===== src/hdl/rotation_matrix_to_euler_top_macros.svh =====
// Assertion macros for the rotation matrix to Euler block.
// Included by modules that check their own pipeline behavior.
`ifndef ROTATION_MATRIX_TO_EULER_TOP_MACROS_SVH
`define ROTATION_MATRIX_TO_EULER_TOP_MACROS_SVH
`ifndef SYNTH
`define RME_ASSERT_IMP(label, clk, rst_n, ante, cons) \
	label: assert property (@(posedge clk) disable iff (!rst_n) (ante) |-> (cons)) \
	else $error("assertion failed");
`define RME_ASSERT_NXT(label, clk, rst_n, ante, cons) \
	label: assert property (@(posedge clk) disable iff (!rst_n) (ante) |=> (cons)) \
	else $error("assertion failed");
`else
`define RME_ASSERT_IMP(label, clk, rst_n, ante, cons)
`define RME_ASSERT_NXT(label, clk, rst_n, ante, cons)
`endif
`endif


===== src/hdl/rme_pkg.sv =====
// Shared types and constants for the rotation matrix to Euler block.
// No dependencies.
package rme_pkg;
	localparam int TabLen = 24;
	localparam int DataW  = 38;
	localparam int AngW   = 33;
	localparam logic signed [AngW-1:0] AngPi = 33'sd1686629713;
	localparam logic [15:0] InvGain = 16'd39797;
	localparam logic signed [15:0] OutPi = 16'sd25736;
	localparam logic signed [15:0] OutHalfPi = 16'sd12868;

	typedef logic signed [DataW-1:0] data_t;
	typedef logic signed [AngW-1:0] ang_t;

	function automatic ang_t atan_tab(input int i);
		ang_t t;
		unique case (i)
			0: t = 33'sd421657428;  1: t = 33'sd248918915;
			2: t = 33'sd131521918;  3: t = 33'sd66762579;
			4: t = 33'sd33510843;   5: t = 33'sd16771758;
			6: t = 33'sd8387925;    7: t = 33'sd4194219;
			8: t = 33'sd2097141;    9: t = 33'sd1048575;
			10: t = 33'sd524288;    11: t = 33'sd262144;
			12: t = 33'sd131072;    13: t = 33'sd65536;
			14: t = 33'sd32768;     15: t = 33'sd16384;
			16: t = 33'sd8192;      17: t = 33'sd4096;
			18: t = 33'sd2048;      19: t = 33'sd1024;
			20: t = 33'sd512;       21: t = 33'sd256;
			22: t = 33'sd128;       default: t = 33'sd64;
		endcase
		return t;
	endfunction

	// round to nearest (ties up) and clamp to +-lim
	function automatic logic signed [15:0] to_out(input ang_t z, input logic signed [15:0] lim);
		logic signed [AngW:0] s;
		logic signed [AngW-16:0] a;
		s = {z[AngW-1], z} + (AngW+1)'(32768);
		a = s[AngW:16];
		if (a > 18'(lim)) return lim;
		if (a < -18'(lim)) return -lim;
		return a[15:0];
	endfunction
endpackage


===== src/hdl/rme_merge.sv =====
// Merge stage: gain-compensate the roll magnitude and negate and scale m20 for the pitch lane.
// Depends on rme_pkg.
module rme_merge (
	input  logic                clk,
	input  logic                en,
	input  rme_pkg::data_t      xr,
	input  logic signed [15:0]  m20,
	output rme_pkg::data_t      mag,
	output rme_pkg::data_t      ny
);
	localparam int DW = rme_pkg::DataW + 17;
	logic signed [DW:0] prod_s1;
	logic signed [15:0] m20_s1;

	always_ff @(posedge clk) begin
		if (en) begin
			prod_s1 <= (DW+1)'(xr) * (DW+1)'($signed({1'b0, rme_pkg::InvGain}))
				+ (DW+1)'(32768);
			m20_s1  <= m20;
		end
	end

	assign mag = prod_s1[rme_pkg::DataW+15:16];
	assign ny  = -(rme_pkg::DataW'(m20_s1) <<< 14);
endmodule


===== config.mk =====
export PLATFORM = sky130hd
export DESIGN_NAME = rme_merge
export DESIGN_NICKNAME = d
export VERILOG_FILES = /design/src/hdl/rotation_matrix_to_euler_top_macros.svh /design/src/hdl/rme_pkg.sv /design/src/hdl/rme_merge.sv
export SDC_FILE = /design/constraint.sdc
export NUM_CORES = 1
export LEC_CHECK = 0
export BUFFER_PORTS_ARGS = -buffer_cell sky130_fd_sc_hd__buf_2
export CAP_MARGIN = 0
export CORE_UTILIZATION = 40
export CTS_CLUSTER_SIZE = 14
export DETAILED_ROUTE_END_ITERATION = 10
export PLACE_DENSITY_LB_ADDON = 0.05
export SLEW_MARGIN = 20
export SYNTH_ARGS = -nofsm -noshare
export SYNTH_HDL_FRONTEND = slang
export SYNTH_SLANG_ARGS = --single-unit
export TNS_END_PERCENT = 1

===== constraint.sdc =====
create_clock -name clk -period 15.1 [get_ports clk]
set_input_delay 0.755 -clock clk [delete_from_list [all_inputs] [get_ports clk]]
set_output_delay 0.755 -clock clk [all_outputs]
set_load 0.005 [all_outputs]

==> flow_metrics.py <==
metrics = {
    "synthesis": {
        "synth_seq_area_share_pct": 11.1,
        "synth.ff_latch_count": 54,
        "primary_flip_flop_cell_chosen_by_synthesis_mapping": "sky130_fd_sc_hd__edfxtp_1",
        "yosys_warnings": 0,
        "synth_xor_xnor_area_share_pct": 2.83,
        "netlist-cell-type-count": 65,
        "post_synth_fa_ha_maj_area_fraction_pct": 61.3,
        "ys_async_sr_fraction_pct": 0,
        "synth-simple-area-share_pct": 4.05,
        "synth.area.mux_share_pct": 0,
        "post_synth_instance_area_um2": 14600,
        "count_of_flip_flops_with_a_built_in_enable_after_synthesis": 54,
        "synthesis.instances": 1412,
        "synth_area_per_cell_um2": 10.3,
        "largest_family_of_logic_cells_by_synthesized_area": "adder cells",
        "compound_cell_area_share_of_the_yosys_netlist_pct": 6.62,
    },
    "layout": {
        "fillers": 3514,
        "finalNetCount": 2118,
        "final_area_um2": 15800,
        "fraction_of_layout_instances_using_a_drive_strength_above_1_pct": 10.4,
        "syn2layout_area_growth_pct": 8.33,
        "final-instance-count-excl-fill": 1989,
        "sequential_cell_area_um2": 1620,
        "num_antenna_cells": 0,
        "most_frequent_cells_in_the_layout": "sky130_fd_sc_hd__inv_1, sky130_fd_sc_hd__fa_1, sky130_fd_sc_hd__ha_1",
        "multiInputGateArea_um2": 10900,
        "final_common_cell": "sky130_fd_sc_hd__inv_1",
    },
    "global_routing": {
        "grt_antenna_before_repair": 0,
        "globalRouteTotalUtil_pct": 20.4,
        "via_count_of_the_first_global_routing_pass": 10100,
        "grt_pass1_wl_um": 56600,
        "grt_overflow_total": 0,
        "pin_count_of_the_biggest_net_entering_global_routing": 55,
    },
    "routing": {
        "vias_per_cell": 4.65,
        "antenna_violating_nets_post_route": 0,
        "drt_pass1_iterations": 8,
        "drt_first_iter_violations": 403,
        "routed_wire_length_per_instance_um": 17.8,
        "route.detailed.drc": 20,
        "routed_wirelength_um": 35400,
        "dr_total_vias": 9244,
    },
    "placement": {
        "hpwlAfterDp_um": 32400,
        "final_replace_weighted_congestion": 0.875,
        "placed_cells": 1981,
        "postPlaceCellArea_um2": 15600,
        "place.port_buffers": 117,
    },
    "sta": {
        "worst_slew_pin_slew_ns": 0.845,
        "fin_crit_ns": 6.38,
        "max-slew-margin-rel_pct": 43.2,
        "hold_viol": 0,
        "setup_violations": 0,
        "report.final.slew_viol_count": 0,
        "fin_crit_sh_pct": 42.2,
        "timing.fmax_mhz": 157,
        "grt_setup_unrepaired": "false",
        "setup-tns-final_ns": 0,
    },
    "clock_tree": {
        "clock_root_buffer": "sky130_fd_sc_hd__clkbuf_16",
        "tritoncts": "done",
        "clkSlewWorstSetupHoldPaths_ns": 0.08,
        "max-clock-path-buffers": 2,
        "cts_setup_buffers": 0,
        "clock_tree.htree_level_count": 2,
        "clock-sinks": 54,
        "postCtsHoldBufs": 0,
        "cts.repair.resized": 0,
        "numCtsBuffers": 5,
    },
    "worst_setup_path": {
        "cp_common_cell": "sky130_fd_sc_hd__fa_1",
        "required_ns": 15.14,
        "setup.worst_path.class": "in2reg",
        "critPathMaxStageDelay_ns": 0.54,
        "cp-start-kind": "input pin",
        "path_cells": "buf_2, ha_1, inv_1, fa_1, fa_1, inv_1, fa_1, fa_1, inv_1, fa_1, inv_1, ha_1, nand4_2, nor2_2, inv_2, a2111o_1, a211oi_2, o311ai_2, o22ai_2, o41ai_2, xor2_1",
        "setup.worst_path.end_class": "flip-flop",
        "worst_ep_arrival_time_ns": 6.42,
        "crit_fanout": 7,
        "master_of_the_slowest_instance_on_the_critical_path": "sky130_fd_sc_hd__fa_1",
    },
    "worst_hold_path": {
        "holdCritStartpoint": "m20[15]",
        "hold_end": "m20_s1[15]",
        "min_path_cells": 1,
        "holdCritPathClass": "in2reg",
    },
    "die": {
        "die-area_um2": 37200,
        "floorplan.initialDensity_pct": 40.8,
        "floorplan.rows": 69,
        "die_w_um": 193,
        "placeableCoreArea_um2": 35700,
        "fp.dieH_um": 193,
        "io-pin-count": 132,
    },
    "outcome": {
        "violated_checks": "DRC",
        "outcome": "finished with violations",
    },
    "flow_run": {
        "max-cap-violations": 0,
    },
}
-- stage by stage --
| stage | util, % | hold WS, ns | setup slack (ns) |
|---|---|---|---|
| global placement | 43.8 | 0.932 | 8.41 |
| global route | 44.2 | 0.615 | 8.38 |
| floorplan | - | 0.854 | 9.04 |
| detailed placement | 43.8 | 0.933 | 8.33 |
| CTS | 44.2 | 0.620 | 8.65 |
| finish | 44.2 | 0.631 | 8.72 |
-- worst max-delay path: cells and delay by family --
kind | cells | cell delay, ns
fa+ha+maj | 7 | 3.37
simple gates | 2 | 0.30
compound gates | 5 | 1.40
xor+xnor | 1 | 0.14
buf+inv | 6 | 0.45
-- final cells by class --
| class | count | area share, % |
|---|---|---|
| Timing Repair Buffer | 118 | 3.76 |
| Clock buffer | 5 | 0.793 |
| Tap cell | 461 | 3.66 |
| Multi-Input combinational cell | 846 | 69.4 |
| Clock inverter | 3 | 0.159 |
| Sequential cell | 54 | 10.3 |
| Inverter | 502 | 11.9 |
-- synth_stat cells, types with 3 or more instances --
master	n	share of area, %
sky130_fd_sc_hd__nor3_1	11	0.38
sky130_fd_sc_hd__edfxtp_1	54	11
sky130_fd_sc_hd__a211oi_1	3	0.15
sky130_fd_sc_hd__o21a_1	4	0.21
sky130_fd_sc_hd__inv_1	501	13
sky130_fd_sc_hd__buf_4	15	0.77
sky130_fd_sc_hd__and3_1	6	0.26
sky130_fd_sc_hd__ha_1	237	20
sky130_fd_sc_hd__and2_1	4	0.17
sky130_fd_sc_hd__nor2b_1	3	0.13
sky130_fd_sc_hd__a21oi_2	6	0.36
sky130_fd_sc_hd__xnor2_1	27	1.6
sky130_fd_sc_hd__a21o_1	21	1.1
sky130_fd_sc_hd__o21bai_1	6	0.31
sky130_fd_sc_hd__o21ai_0	11	0.38
sky130_fd_sc_hd__buf_2	4	0.14
sky130_fd_sc_hd__nand3_1	8	0.27
sky130_fd_sc_hd__nand4_1	7	0.30
sky130_fd_sc_hd__fa_1	298	41
sky130_fd_sc_hd__a221oi_2	3	0.31
sky130_fd_sc_hd__o21ai_1	7	0.24
sky130_fd_sc_hd__nand2_1	31	0.80
sky130_fd_sc_hd__xor2_1	20	1.2
sky130_fd_sc_hd__nor2_1	34	0.88
sky130_fd_sc_hd__a21oi_1	42	1.4
-- sequential cells by signal (all words and copies together) (netlist names) --
register  cells
prod_s1      38
m20_s1       16
-- worst max path at each step --
stage | from | end | slack [ns] | cells after the start
after floorplan | xr[12] | prod_s1[39] | 9.04 | 20
after global placement | xr[14] | prod_s1[53] | 8.41 | 21
after detailed placement | xr[21] | prod_s1[53] | 8.33 | 21
after CTS | xr[21] | prod_s1[53] | 8.65 | 21
after global routing | xr[22] | prod_s1[53] | 8.38 | 21
final | xr[21] | prod_s1[53] | 8.72 | 21
-- routing by layer --
metal | track usage, % | vias up | routed length, um
li1 | - | 4467 | -
met4 | 2.88 | 0 | 429
met5 | 0 | - | 0
met2 | 34.5 | 161 | 16900
met1 | 29.4 | 4594 | 17100
met3 | 1.20 | 22 | 1050
-- logic make-up (layout without fill, tap and decap cells) --
family	count (synthesis)	in the layout
fa+ha+maj	535	535
buf+inv	525	628
compound gates	130	130
simple gates	120	120
flops	54	54
xor+xnor	47	47
other cells	1	14
Power is not shown: default switching activity piles up to over one toggle a cycle in this logic, so the estimate is an artifact.
